--- src/hw/rtl/lru_td_pkg.sv ---
// ----------------------------------------------------------------------------
// lru_td_pkg
// Shared defaults, fixed field widths and the control bundle that the
// directory broadcasts to every cell.
// ----------------------------------------------------------------------------
package lru_td_pkg;

	localparam int NUM_SLOTS_DEF = 16;
	localparam int KEY_BITS_DEF  = 32;

	// Width of the slot field on the result port; wider slot indexes are truncated.
	localparam int SLOT_BITS = 4;

	// Command codes
	localparam logic CMD_LOOKUP = 1'b0;
	localparam logic CMD_FLUSH  = 1'b1;

	// Per-cycle control broadcast to all cells
	typedef struct packed {
		logic go;        // an item is processed this cycle
		logic flush;     // the item is a flush
		logic hit_any;   // some cell matched the key
		logic free_any;  // some cell is unused
		logic sel_used;  // the selected cell held an entry
	} cell_ctl_t;

endpackage

--- src/hw/rtl/lru_td_cell.sv ---
// ----------------------------------------------------------------------------
// lru_td_cell
// One directory slot: stored key, used flag and age. Hands the "match seen"
// and "free seen" flags on to its right neighbor.
// ----------------------------------------------------------------------------
module lru_td_cell #(
	parameter int KEY_BITS  = lru_td_pkg::KEY_BITS_DEF,
	parameter int NUM_SLOTS = lru_td_pkg::NUM_SLOTS_DEF
) (
	input  logic                         clk,
	input  logic                         arst_n,
	input  lru_td_pkg::cell_ctl_t        ctl,
	input  logic [KEY_BITS-1:0]          key,
	input  logic [$clog2(NUM_SLOTS)-1:0] sel_rank,
	input  logic                         hit_in,
	input  logic                         free_in,
	output logic                         hit_out,
	output logic                         free_out,
	output logic                         sel,
	output logic                         used,
	output logic [$clog2(NUM_SLOTS)-1:0] rank
);

	localparam int RANK_BITS = $clog2(NUM_SLOTS);

	logic [KEY_BITS-1:0]  key_q;
	logic                 used_q;
	logic [RANK_BITS-1:0] rank_q;
	logic                 match;
	logic                 first_hit;
	logic                 first_free;
	logic                 oldest;

	assign match      = (key_q == key);
	assign first_hit  = match & ~hit_in;
	assign hit_out    = hit_in | match;
	assign first_free = ~used_q & ~free_in;
	assign free_out   = free_in | ~used_q;
	// With every slot used the ages are a permutation, so exactly one is oldest
	assign oldest     = used_q & (rank_q == RANK_BITS'(NUM_SLOTS - 1));

	always_comb begin
		if (ctl.hit_any) begin
			sel = first_hit;
		end else if (ctl.free_any) begin
			sel = first_free;
		end else begin
			sel = oldest;
		end
	end

	assign used = used_q;
	assign rank = rank_q;

	always_ff @(posedge clk or negedge arst_n) begin
		if (!arst_n) begin
			key_q  <= '0;
			used_q <= 1'b0;
			rank_q <= '0;
		end else if (ctl.go) begin
			if (ctl.flush) begin
				key_q  <= '0;
				used_q <= 1'b0;
				rank_q <= '0;
			end else if (sel) begin
				key_q  <= key;
				used_q <= 1'b1;
				rank_q <= '0;
			end else if (used_q && (!ctl.sel_used || rank_q < sel_rank)) begin
				// age by one behind the newly touched slot
				rank_q <= rank_q + RANK_BITS'(1);
			end
		end
	end

endmodule

--- src/hw/rtl/lru_tag_directory_top.sv ---
// ----------------------------------------------------------------------------
// lru_tag_directory_top
// Tag directory of a fully associative cache with LRU replacement.
// ----------------------------------------------------------------------------
// Usage:
//   Command channel: a beat is taken at a rising edge with start high and
//   busy low. cmd selects a lookup of key or a flush of the whole directory.
//   Result channel: done is high for exactly one cycle per command, with
//   hit, slot and victim_was_used valid in that cycle. The receiver cannot
//   stall; each result must be taken in the cycle it is shown.
//   A command taken at a rising edge is held in the s1 registers and evaluated
//   in the following cycle; its result is registered into done, hit, slot and
//   victim_was_used and shown on the ports.
//   Throughput: one command per cycle while busy is low. The next command is
//   compared against the directory as updated by the previous one, since each
//   evaluation across the row of slot cells updates them before the next one.
//   The critical path is the key compare plus the priority chain that runs
//   through all NUM_SLOTS cells, followed by the age update.
//   On a miss the victim is the lowest unused slot, else the oldest slot.
//   Reset: all keys, used flags and ages clear at once; busy is high for the
//   first cycle after reset release, then stays low.
// ----------------------------------------------------------------------------
module lru_tag_directory_top #(
	parameter int NUM_SLOTS = lru_td_pkg::NUM_SLOTS_DEF,
	parameter int KEY_BITS  = lru_td_pkg::KEY_BITS_DEF
) (
	input  logic                           clk,
	input  logic                           arst_n,
	input  logic                           start,
	output logic                           busy,
	input  logic                           cmd,
	input  logic [31:0]                    key,
	output logic                           done,
	output logic                           hit,
	output logic [lru_td_pkg::SLOT_BITS-1:0] slot,
	output logic                           victim_was_used
);

	localparam int RANK_BITS = $clog2(NUM_SLOTS);

	logic                  busy_q;
	logic                  go_s1;
	logic                  flush_s1;
	logic [KEY_BITS-1:0]   key_s1;
	logic [KEY_BITS-1:0]   key_in;

	logic                  done_q;
	logic                  hit_q;
	logic [lru_td_pkg::SLOT_BITS-1:0] slot_q;
	logic                  vic_q;

	logic [NUM_SLOTS:0]    hit_chain;
	logic [NUM_SLOTS:0]    free_chain;
	logic [NUM_SLOTS-1:0]  sel_vec;
	logic [NUM_SLOTS-1:0]  used_vec;
	logic [RANK_BITS-1:0]  rank_vec [NUM_SLOTS];

	lru_td_pkg::cell_ctl_t ctl;
	logic                  sel_used;
	logic [RANK_BITS-1:0]  sel_rank;
	logic [RANK_BITS-1:0]  sel_idx;

	// Truncate the incoming key to the configured width, or zero-extend it when KEY_BITS exceeds 32
	if (KEY_BITS >= 32) begin : g_key_wide
		assign key_in = KEY_BITS'(key);
	end else begin : g_key_narrow
		assign key_in = key[KEY_BITS-1:0];
	end

	assign busy = busy_q;

	// Hold the accepted command in the s1 registers for its evaluation
	always_ff @(posedge clk or negedge arst_n) begin
		if (!arst_n) begin
			busy_q <= 1'b1;
			go_s1  <= 1'b0;
		end else begin
			busy_q <= 1'b0;
			go_s1  <= start & ~busy_q;
		end
	end

	always_ff @(posedge clk) begin
		if (start && !busy_q) begin
			flush_s1 <= (cmd == lru_td_pkg::CMD_FLUSH);
			key_s1   <= key_in;
		end
	end

	// Ends of the priority chains
	assign hit_chain[0]  = 1'b0;
	assign free_chain[0] = 1'b0;

	assign ctl.go       = go_s1;
	assign ctl.flush    = flush_s1;
	assign ctl.hit_any  = hit_chain[NUM_SLOTS];
	assign ctl.free_any = free_chain[NUM_SLOTS];
	assign ctl.sel_used = sel_used;

	for (genvar i = 0; i < NUM_SLOTS; i++) begin : g_cell
		lru_td_cell #(
			.KEY_BITS (KEY_BITS),
			.NUM_SLOTS(NUM_SLOTS)
		) u_cell (
			.clk     (clk),
			.arst_n  (arst_n),
			.ctl     (ctl),
			.key     (key_s1),
			.sel_rank(sel_rank),
			.hit_in  (hit_chain[i]),
			.free_in (free_chain[i]),
			.hit_out (hit_chain[i+1]),
			.free_out(free_chain[i+1]),
			.sel     (sel_vec[i]),
			.used    (used_vec[i]),
			.rank    (rank_vec[i])
		);
	end

	// Gather the selected cell's state and index; exactly one cell is selected
	always_comb begin
		sel_used = 1'b0;
		sel_rank = '0;
		sel_idx  = '0;
		for (int i = 0; i < NUM_SLOTS; i++) begin
			sel_used = sel_used | (sel_vec[i] & used_vec[i]);
			sel_rank = sel_rank | (rank_vec[i] & {RANK_BITS{sel_vec[i]}});
			sel_idx  = sel_idx | (RANK_BITS'(i) & {RANK_BITS{sel_vec[i]}});
		end
	end

	// Register the result beat
	always_ff @(posedge clk or negedge arst_n) begin
		if (!arst_n) begin
			done_q <= 1'b0;
		end else begin
			done_q <= go_s1;
		end
	end

	always_ff @(posedge clk) begin
		if (go_s1) begin
			if (flush_s1) begin
				hit_q  <= 1'b0;
				slot_q <= '0;
				vic_q  <= 1'b0;
			end else begin
				hit_q  <= ctl.hit_any;
				slot_q <= lru_td_pkg::SLOT_BITS'(sel_idx);
				vic_q  <= ~ctl.hit_any & sel_used;
			end
		end
	end

	assign done            = done_q;
	assign hit             = hit_q;
	assign slot            = slot_q;
	assign victim_was_used = vic_q;

endmodule
--- config.mk ---
export PLATFORM = sky130hd
export DESIGN_NAME = lru_tag_directory_top
export DESIGN_NICKNAME = d
export VERILOG_FILES = /design/src/hw/rtl/lru_td_pkg.sv /design/src/hw/rtl/lru_td_cell.sv /design/src/hw/rtl/lru_tag_directory_top.sv
export SDC_FILE = /design/constraint.sdc
export NUM_CORES = 1
export LEC_CHECK = 0
export ABC_AREA = 1
export BUFFER_PORTS_ARGS = -buffer_cell sky130_fd_sc_hd__buf_2
export CAP_MARGIN = 20
export CELL_PAD_IN_SITES_DETAIL_PLACEMENT = 0
export CELL_PAD_IN_SITES_GLOBAL_PLACEMENT = 1
export CORE_MARGIN = 2
export CORE_UTILIZATION = 35
export CTS_CLUSTER_SIZE = 25
export DETAILED_ROUTE_END_ITERATION = 16
export GPL_TIMING_DRIVEN = 0
export PLACE_DENSITY = 0.64
export SETUP_SLACK_MARGIN = 0.15
export SYNTH_ARGS = -nofsm -noshare
export SYNTH_HDL_FRONTEND = slang
export SYNTH_SLANG_ARGS = --single-unit
--- constraint.sdc ---
create_clock -name clk -period 13.2 [get_ports clk]
set_input_delay 1.98 -clock clk [delete_from_list [all_inputs] [get_ports clk]]
set_output_delay 1.98 -clock clk [all_outputs]
set_load 0.005 [all_outputs]
# --- After elaboration in Yosys (flattened, before gate mapping) ---
# Cells that the tools add are included.
classes:
  addsub: 16
  magnitude_cmp: 16
  eq_ne: 32
  muxes: 144
  bitwise_logic: 201
  reduce_logical: 99
op_table:
  columns: ["cell", "count"]
  rows:
  - ["2-to-1 mux 32 bit", 32]
  - ["equality test 32 bit", 16]
  - ["2-to-1 mux 4 bit", 48]
  - ["OR 4 bit", 22]
  - ["adder 4 x 1 -> 4 bit (second input constant)", 16]
  - ["AND 1 bit", 64]
  - ["AND 4 bit", 16]
  - ["equality test 4 bit (second input constant)", 16]
  - ["< comparator 4 bit", 16]
  - ["2-to-1 mux 1 bit", 64]
  - ["AND reduction 2 bit", 32]
  - ["nonzero test 3 bit", 16]
  - ["inverter 1 bit", 47]
  - ["OR 1 bit", 45]
  - ["nonzero test 2 bit", 16]
  - ["logical AND 1 bit", 17]
  - ["logical OR 1 bit", 16]
  - ["OR 3 bit", 3]
  - ["OR 3 x 4 -> 4 bit", 1]
  - ["OR 2 x 3 -> 3 bit", 1]
  - ["zero test 1 bit", 2]
  - ["OR 1 x 2 -> 2 bit", 1]
  - ["OR 2 bit", 1]
word_totals:
  ff_bits: 634
  inputBits: 36
  out_inout_bits: 8
  wordCells: 564

# --- Logic depth before layout (Yosys ltp) ---
# Gate-level depths: netlist of the first run.
depth:
  ltp_word: 40
  ltp_mapped: 37
  ltp_nobuf: 35

# --- Hierarchy ---
# A second synthesis of the first run with hierarchy kept.
unflattened:
  hier_cells: 4825
  area_unflattened_um2: 38625.8
by_module_without_submodules:
  columns: ["module", "n_inst", "cells_per_inst", "area_each_um2", "seq_area_each_um2"]
  rows:
  - ["lru_td_cell", 16, 289, 2294.7, 925.9]
  - ["lru_tag_directory_top", 1, 201, 1910.6, 1247.4]

# --- Worst setup path before layout of the first run ---
# Ideal clock, no wire load.
synth_path:
  path_type: "reg-to-reg"
  from: "register key_s1[22]"
  to: "register g_cell[15].u_cell.rank_q[2]"
  setup_time_ns: 0.066
  t_arrival_ns: 4.221
  required_time_ns: 13.134
  setup_slack_ns: 8.913
  stages_incl_launch_ff: 34
  n_path_buf: 3
  synth_period_minus_slack_ns: 4.287
  path_cell_list: "edfxtp_1 > buf_6 > inv_2 > buf_6 > nand2_1 > nand2_1 > nor2_1 > nand2_1 > nor2_1 > nand2_1 > nor2_1 > nor2_2 > nand4_1 > nor2_1 > nand4_1 > nor2_2 > nand4_2 > nor2_4 > buf_4 > nand4_1 > nand2_1 > inv_1 > a221oi_1 > o2111ai_1 > nor2_1 > ha_1 > o21a_1 > nand2_1 > nand2_1 > nand2_1 > nand2_1 > nand2_2 > nand2_1 > nand2_1"
synth_via:
  elab_chain_cells: 38
  elab_cells_between_ends: 147
  cone_classes: "order compare: 1; eq/ne: 16; mux: 18; bitwise: 107; reduce/logical: 5"
synth_lines:
  columns: ["item", "line_no", "rtl"]
  rows:
  - ["from (decl)", "lru_tag_directory_top.sv:44", "logic [KEY_BITS-1:0] key_s1;"]
  - ["from (signal assigned)", "lru_tag_directory_top.sv:86", "key_s1 <= key_in;"]
  - ["equality test 32 bit", "lru_td_cell.sv:34", "assign match = (key_q == key);"]
  - ["OR 1 bit (15 in a row)", "lru_td_cell.sv:36", "assign hit_out = hit_in | match;"]
  - ["2-to-1 mux 1 bit", "lru_td_cell.sv:43", "if (ctl.hit_any) begin"]
  - ["AND 4 bit / AND 1 bit (equally long branches)", "lru_tag_directory_top.sv:127, lru_tag_directory_top.sv:126", null]
  - ["OR 4 bit / OR 1 bit (equally long branches) (15 in a row)", "lru_tag_directory_top.sv:127, lru_tag_directory_top.sv:126", null]
  - ["< comparator 4 bit / zero test 1 bit (equally long branches)", "lru_td_cell.sv:69", "end else if (used_q && (!ctl.sel_used || rank_q < sel_rank)) begin"]
  - ["logical OR 1 bit", "lru_td_cell.sv:69", null]
  - ["logical AND 1 bit", "lru_td_cell.sv:69", null]
  - ["nonzero test 3 bit (no source line)", null, null]
  - ["AND reduction 2 bit (no source line)", null, null]
  - ["to (signal assigned)", "lru_td_cell.sv:71", "rank_q <= rank_q + RANK_BITS'(1);"]
  - ["to (decl)", "lru_td_cell.sv:28", "logic [RANK_BITS-1:0] rank_q;"]
# Parallel ways exist; a longest one is shown, timed or not.
# A chain may end at the register's enable or synchronous reset.

# --- Worst setup path after layout of the first run ---
layout_path:
  from: "register key_s1[20]"
  to: "register g_cell[14].u_cell.rank_q[2]"
layout_via:
  elab_chain_cells: 38
  elab_cells_between_ends: 147
  cone_classes: "order compare: 1; eq/ne: 16; mux: 18; bitwise: 107; reduce/logical: 5"
layout_lines:
  columns: ["item", "line_no"]
  rows:
  - ["equality test 32 bit", "lru_td_cell.sv:34"]
  - ["OR 1 bit (15 in a row)", "lru_td_cell.sv:36"]
  - ["2-to-1 mux 1 bit", "lru_td_cell.sv:43"]
  - ["AND 4 bit / AND 1 bit (equally long branches)", "lru_tag_directory_top.sv:127, lru_tag_directory_top.sv:126"]
  - ["OR 4 bit / OR 1 bit (equally long branches) (15 in a row)", "lru_tag_directory_top.sv:127, lru_tag_directory_top.sv:126"]
  - ["< comparator 4 bit / zero test 1 bit (equally long branches)", "lru_td_cell.sv:69"]
  - ["logical OR 1 bit", "lru_td_cell.sv:69"]
  - ["logical AND 1 bit", "lru_td_cell.sv:69"]
  - ["nonzero test 3 bit (no source line)", null]
  - ["AND reduction 2 bit (no source line)", null]
  - ["to (signal assigned)", "lru_td_cell.sv:71"]
  - ["to (decl)", "lru_td_cell.sv:28"]
# Parallel ways exist; a longest one is shown, timed or not.

==> impl_metrics.toml, run 1 <==
[cts]
clkLatencyLatePin_ns = 0.65
cts_made_buffers = 79
cts_setup_buffers = 0
htreeDepth = 3
clock-root-buffer = "clkbuf_16"
clk_path_buf_depth = 3
cts.clk_slew.worst_paths_ns = 0.06
cts_resized = 0
cts_hold_buf = 0
cts_tree = "yes"
cts_sinks = 634

[route]
vias = 31870
detail_route.wl_per_cell_um = 24.01
postRouteAntennaNets = 0
drtPass1Iterations = 6
drt_iter0_markers = 3318
drc = 0
highest_layer = "met5"
via_per_inst = 5.161
wl_um = 148200
dr_wl_met3_um = 9474
wl_met2_um = 68220
wl_met1_um = 64960

[critical_path]
crit_cells = 29
cp_top_family = "simple AND/OR/NAND/NOR gates"
arrival_ns = 7.50
crit_path_start_kind = "flop"
regToRegSetupSlack_ns = 6.24
critical_path_class = "flop to flop"
crit_slowest_cell = "nor4_1"
required_ns = 13.73
r2r_cells = 29
r2r_start = "key_s1[20]$_DFFE_PP_"
endpoint_kind = "flop"
critPathMaxStageDelay_ns = 0.83
crit_fanout = 11
crit_top_cell = "nand2_1"
crit_start = "key_s1[20]$_DFFE_PP_"
path_buf_inv = 6

[yosys]
ys_types = 56
synth.avg_cell_area_um2 = 7.422
synth_nets = 4758
synth_top_cell_by_area = "dfrtp_1"
ys_seq_area_frac = 0.4617
ys_seq_elements = 634
synth-edff-count = 39
syn_area_mm2 = 0.03479
ys_warn_count = 0
synth_top_flop_cell = "dfrtp_1"
syn_inst = 4687
async_flop_share = 0.9385
synth_area_leaders = "dfrtp_1 (43%), nand2_1 (22%), xnor2_1 (4.7%)"
synth_top_area_frac = 0.4273

[sta]
finalWorstSetupSlack_ns = 6.236
fin_crit_ns = 6.964
tightest_slew_ns = 1.217
slew_headroom = 0.1885
hold_viol_final = 0
post-route-period-util = 0.5276
rsz0062_at_grt = "false"
fin_skew_ns = 0.02219
setup_viol = 0
max_freq_mhz = 143.6
maxSlewViolCount = 0

[cells_and_area]
multi_input_area_mm2 = 0.01587
final_util = 0.4020
design_area_mm2 = 0.03956
final_nets = 4904
area_growth_pct = 13.73
drive_gt1_frac = 0.07592
fillers = 10410
ff_latch_area_mm2 = 0.01606

[grt]
grt_pass1_vias = 30280
track_usage = 0.2900
overflow = 0
antenna_found_initial = 3
grt_max_degree = 111
grt_pass1_wl_um = 215400

[floorplanning]
coreArea_mm2 = 0.09842
die_area_mm2 = 0.1019
rows = 115
die_x_um = 319.3
start_util = 0.3534
die_h_um = 319.3
io_pins = 44

[place]
dp_hpwl_um = 106800
dp_slack_ns = 6.363
postPlaceCellArea_mm2 = 0.03703
port_buffers = 43
gp_congestion = 0.9332

[min_path]
holdPathStages = 2
hp-start = "g_cell[12].u_cell.key_q[29]$_DFFE_PN0P_"
min_path_type = "flop to flop"

[flow_run]
max_cap_violations = 0

[pwr]
ir_drop_v = 0.00008584
finalPower_w = 0.005730
p_per_area_mw_per_mm2 = 144.8
p_leak_nw = 19.29

[outcome]
outcome = "complete, no violations"
[per-stage QoR]
| stage | cells | hold WS (ns) | TNS (ns) |
|---|---|---|---|
| after floorplan | 4687 | 0.4633 | 0 |
| after global placement | 6017 | 0.4823 | -2263.87 |
| after detailed placement | 6037 | 0.4795 | 0 |
| after CTS | 6172 | 0.4970 | 0 |
| after global routing | 6174 | 0.5145 | 0 |
| final | 6175 | 0.4929 | 0 |
[synthesized netlist by cell type, types with 2 or more instances]
cell type	n
nand3b_1	4
xor2_1	77
buf_4	15
nand2_1	1996
nor2_4	5
a221oi_1	2
clkinv_1	9
nor2_1	242
a22oi_1	2
dfrtp_1	594
nand4_2	3
o21ai_2	5
or3_1	2
o21ai_1	4
buf_1	16
nor3_2	2
o21ai_0	263
edfxtp_1	39
inv_2	32
a21boi_0	3
a31oi_1	3
inv_1	432
nor2_2	5
buf_6	9
nand3_2	2
o21bai_1	7
ha_1	35
o22ai_1	4
nor4_1	46
nand3_1	139
or2_2	3
nor3b_1	5
and2_1	4
o21a_1	7
clkbuf_1	134
buf_2	63
nor3_1	40
a211oi_1	3
o2111ai_1	30
xnor2_1	188
nand2_2	41
o221ai_1	14
nand4_1	118
a21oi_1	28
[worst register-to-register path: cells and delay by family, from the launching register on]
family,cells,cell delay (ns)
adders and majority gates,1,0.15
xor gates and xnor gates,1,0.19
buffers and inverters,6,1.66
and+or+nand+nor,18,3.88
DFF,1,0.31
AOI/OAI and AO/OA,3,0.67
[final timing paths]
path                                                           endpoint
worst min register to register  g_cell[12].u_cell.key_q[29]$_DFFE_PN0P_
worst max register to register    g_cell[14].u_cell.rank[2]$_DFFE_PN0P_
worst min-delay path            g_cell[12].u_cell.key_q[29]$_DFFE_PN0P_
max in group asynchronous       g_cell[15].u_cell.key_q[18]$_DFFE_PN0P_
worst max-delay path              g_cell[14].u_cell.rank[2]$_DFFE_PN0P_
min in group asynchronous          g_cell[1].u_cell.rank[0]$_DFFE_PN0P_
[kinds of logic after synthesis]
family / count (synthesis) / share of synthesized area
AO/OA/AOI/OAI: 380 / 0.06255
XOR/XNOR: 265 / 0.06672
adder cells (fa/ha/maj): 35 / 0.01259
buffers and inverters: 710 / 0.08244
flip-flops: 634 / 0.4617
other: 1 / 0.0001078
AND/OR/NAND/NOR: 2662 / 0.3139
[power by group]
part	leakage, nW	internal (W)	total [W]	switching, W
combinational	9.87	0.000381	0.00111	0.000729
clock	1.24	0.00128	0.00220	0.000919
sequential	8.18	0.00221	0.00242	0.000213
[cell type report]
class / count / share of cell area
Antenna cell: 1 / 0.00006325
Buffer: 237 / 0.02764
Clock buffer: 114 / 0.05794
Clock inverter: 21 / 0.005661
Inverter: 473 / 0.04488
Multi-Input combinational cell: 3343 / 0.4012
Sequential cell: 634 / 0.4060
Tap cell: 1287 / 0.04070
Timing Repair Buffer: 65 / 0.01597
[registers in the layout, indices dropped and copies added, names as in the netlist]
signal	flops
g_cell.u_cell.used	16
victim_was_used	1
slot	4
busy	1
g_cell.u_cell.rank	64
hit	1
g_cell.u_cell.key_q	512
key_s1	32
go_s1	1
flush_s1	1
done	1
[layer usage]
metal | vias up | global-route usage
li1 | 14920 | -
met1 | 15610 | 0.3953
met2 | 1091 | 0.4686
met3 | 246 | 0.04096
met4 | 2 | 0.1049
met5 | - | 0
[layout by cell type, fill, tap and decap left out, drive strengths merged, types with 7 or more instances in the layout]
cell type	instances
a21oi	28
dfrtp	594
o2111ai	30
clkbuf	248
ha	35
nor3	42
buf	168
clkinv	23
nor4	46
o221ai	14
xnor2	188
inv	467
edfxtp	39
nand2	2038
o21bai	7
xor2	77
o21a	7
nand4	121
nand3	141
o21ai	272
nor2	253
(Power assumes the default switching activity.)
==> run 2: changes to the inputs <==
PLACE_DENSITY = 0.67   (was 0.64)
clock period = 5.9 ns   (was 13.2 ns; I/O delays follow)
==> run 2 against run 1 <==
Critical path depth decreased by 1. Count of clock-buffer cells in the layout is 5 higher. Sequential share of layout area is 0.26 points lower. Critical endpoint is now g_cell[8].u_cell.rank[1]$_DFFE_PN0P_.
==> impl_metrics.toml, run 2 (synthesis gave the netlist of run 1 again) <==
[outcome]
outcome = "complete, no violations"

[floorplanning]
die_h_um = 319.3
io_pins = 44
die_x_um = 319.3
coreArea_mm2 = 0.09842
die_area_mm2 = 0.1019
rows = 115
start_util = 0.3534

[sta]
post-route-period-util = 0.9526
setup_viol = 0
tightest_slew_ns = 1.303
maxSlewViolCount = 0
fin_skew_ns = 0.02997
hold_viol_final = 0
rsz0062_at_grt = "false"
max_freq_mhz = 177.9
fin_crit_ns = 5.620
slew_headroom = 0.1279

[cts]
htreeDepth = 3
cts.clk_slew.worst_paths_ns = 0.06
cts_sinks = 634
clk_path_buf_depth = 3
cts_tree = "yes"
clock-root-buffer = "clkbuf_16"
cts_made_buffers = 78
clkLatencyLatePin_ns = 0.66
cts_hold_buf = 0

[pwr]
p_leak_nw = 19.39
p_sw_w = 0.004138
p_sw_frac = 0.3222
p_clk_frac = 0.386
p_per_area_mw_per_mm2 = 322.6
comb_power_share = 0.192
p_int_w = 0.008706
ir_drop_v = 0.0001961
seqPwrFrac = 0.422

[cells_and_area]
final_util = 0.4045
largest-register = "g_cell.u_cell.key_q"
final_nets = 4914
mostFrequentLayoutCells = "nand2_1 (1994), dfrtp_1 (594), inv_1 (431)"
area_growth_pct = 14.46
final_common_cell = "nand2_1"
design_area_mm2 = 0.03981
final_cells = 6193
largest_reg_flops = 512
drive_gt1_frac = 0.08277

[place]
port_buffers = 43
postPlaceCellArea_mm2 = 0.03699
dp.cells = 6037
dp_hpwl_um = 103800
gp_congestion = 0.9272

[critical_path]
critPathMaxStageDelay_ns = 0.72
critical_path_class = "flop to flop"
regToRegSetupSlack_ns = 0.28
timing.rr.end = "g_cell[8].u_cell.rank[1]$_DFFE_PN0P_"
r2r_start = "key_s1[14]$_DFFE_PP_"
r2r_cells = 28
required_ns = 6.44
crit_path_start_kind = "flop"
crit_slowest_cell = "nor4_2"
crit_fanout = 10
endpoint_kind = "flop"
crit_start = "key_s1[14]$_DFFE_PP_"
arrival_ns = 6.16
crit_top_cell = "nand2_1"

[min_path]
min_path_type = "input port to asynchronous set/reset pin"

[grt]
antenna_found_initial = 0
track_usage = 0.2814
grt_max_degree = 111
grt_pass1_vias = 30070
overflow = 0
grt_pass1_wl_um = 210600

[route]
drt_iter0_markers = 3238
detail_route.wl_per_cell_um = 23.23
vias = 31670
wl_um = 143900
postRouteAntennaNets = 0
drc = 0
via_per_inst = 5.114
drtPass1Iterations = 5

[flow_run]
max_cap_violations = 0
run 2: cell types whose count changed in the layout (fill, tap and decap cells not counted), sizes merged:
cell	previous run	this run
clkbuf	248	264
clkinvlp	0	2
clkinv	23	27
inv	467	463
run 2: per-layer routing:
metal | track usage | part of all wire | vias to the layer above
met5 | 0 | 0 | -
met1 | 0.3840 | 0.44 | 15470
met3 | 0.03683 | 0.060 | 246
met4 | 0.1051 | 0.038 | 0
met2 | 0.4548 | 0.46 | 1010
li1 | - | - | 14950
run 2: worst max-delay path by stage:
stage	cells after the start	endpoint	slack, ns
3_3_place_gp	1	g_cell[11].u_cell.key_q[30]$_DFFE_PN0P_	-9.89
3_5_place_dp	29	g_cell[14].u_cell.rank[2]$_DFFE_PN0P_	-0.71
4_1_cts	34	g_cell[14].u_cell.rank[2]$_DFFE_PN0P_	0.15
2_1_floorplan	33	g_cell[15].u_cell.rank[2]$_DFFE_PN0P_	1.61
5_1_grt	26	g_cell[9].u_cell.key_q[28]$_DFFE_PN0P_	0.15
6_report	28	g_cell[8].u_cell.rank[1]$_DFFE_PN0P_	0.28
run 2: layout make-up:
class                           instances  area, um^2
Clock buffer                          119        2340
Sequential cell                       634       16060
Buffer                                237        1125
Clock inverter                         23       241.5
Timing Repair Buffer                   76       673.1
Fill cell                           10390       58610
Tap cell                             1287        1610
Inverter                              473        1797
Antenna cell                            1       2.502
Multi-Input combinational cell       3343       15960
run 2: worst max-delay path, delay by kind of cell (launching register included):
family | cells | cell delay [ns]
DFF | 1 | 0.35
and+or+nand+nor | 18 | 3.00
adders and majority gates | 1 | 0.14
AOI/OAI and AO/OA | 4 | 0.78
buffers and inverters | 4 | 0.75
xor gates and xnor gates | 1 | 0.47
run 2: power groups by stage:
stage               sequential (W)  combinational [W]  clock (W)
floorplan                  0.00535            0.00168          0
global placement           0.00548            0.00241          0
detailed placement         0.00548            0.00244          0
CTS                        0.00541            0.00246    0.00502
global route               0.00549            0.00280    0.00521
finish                     0.00542            0.00247    0.00495
run 2: repair_timing:
item / in CTS / in global routing
gates resized for setup: 12 / 36
endpoints found under the setup margin: 242 / 198
buffers inserted: 8 / 4
pin swaps: 6 / 5
gates cloned: 0 / 0
run 2: through the flow:
step	setup WS [ns]	hold WS, ns	total power [W]	TNS [ns]
after CTS	0.1511	0.3150	0.01288	0
after floorplan	1.613	0.4633	0.007036	0
after global placement	-9.888	0.4824	0.007887	-5936.93
final	0.2796	0.2382	0.01284	0
after global routing	0.1490	0.3105	0.01350	0
after detailed placement	-0.7138	0.4849	0.007923	-44.32
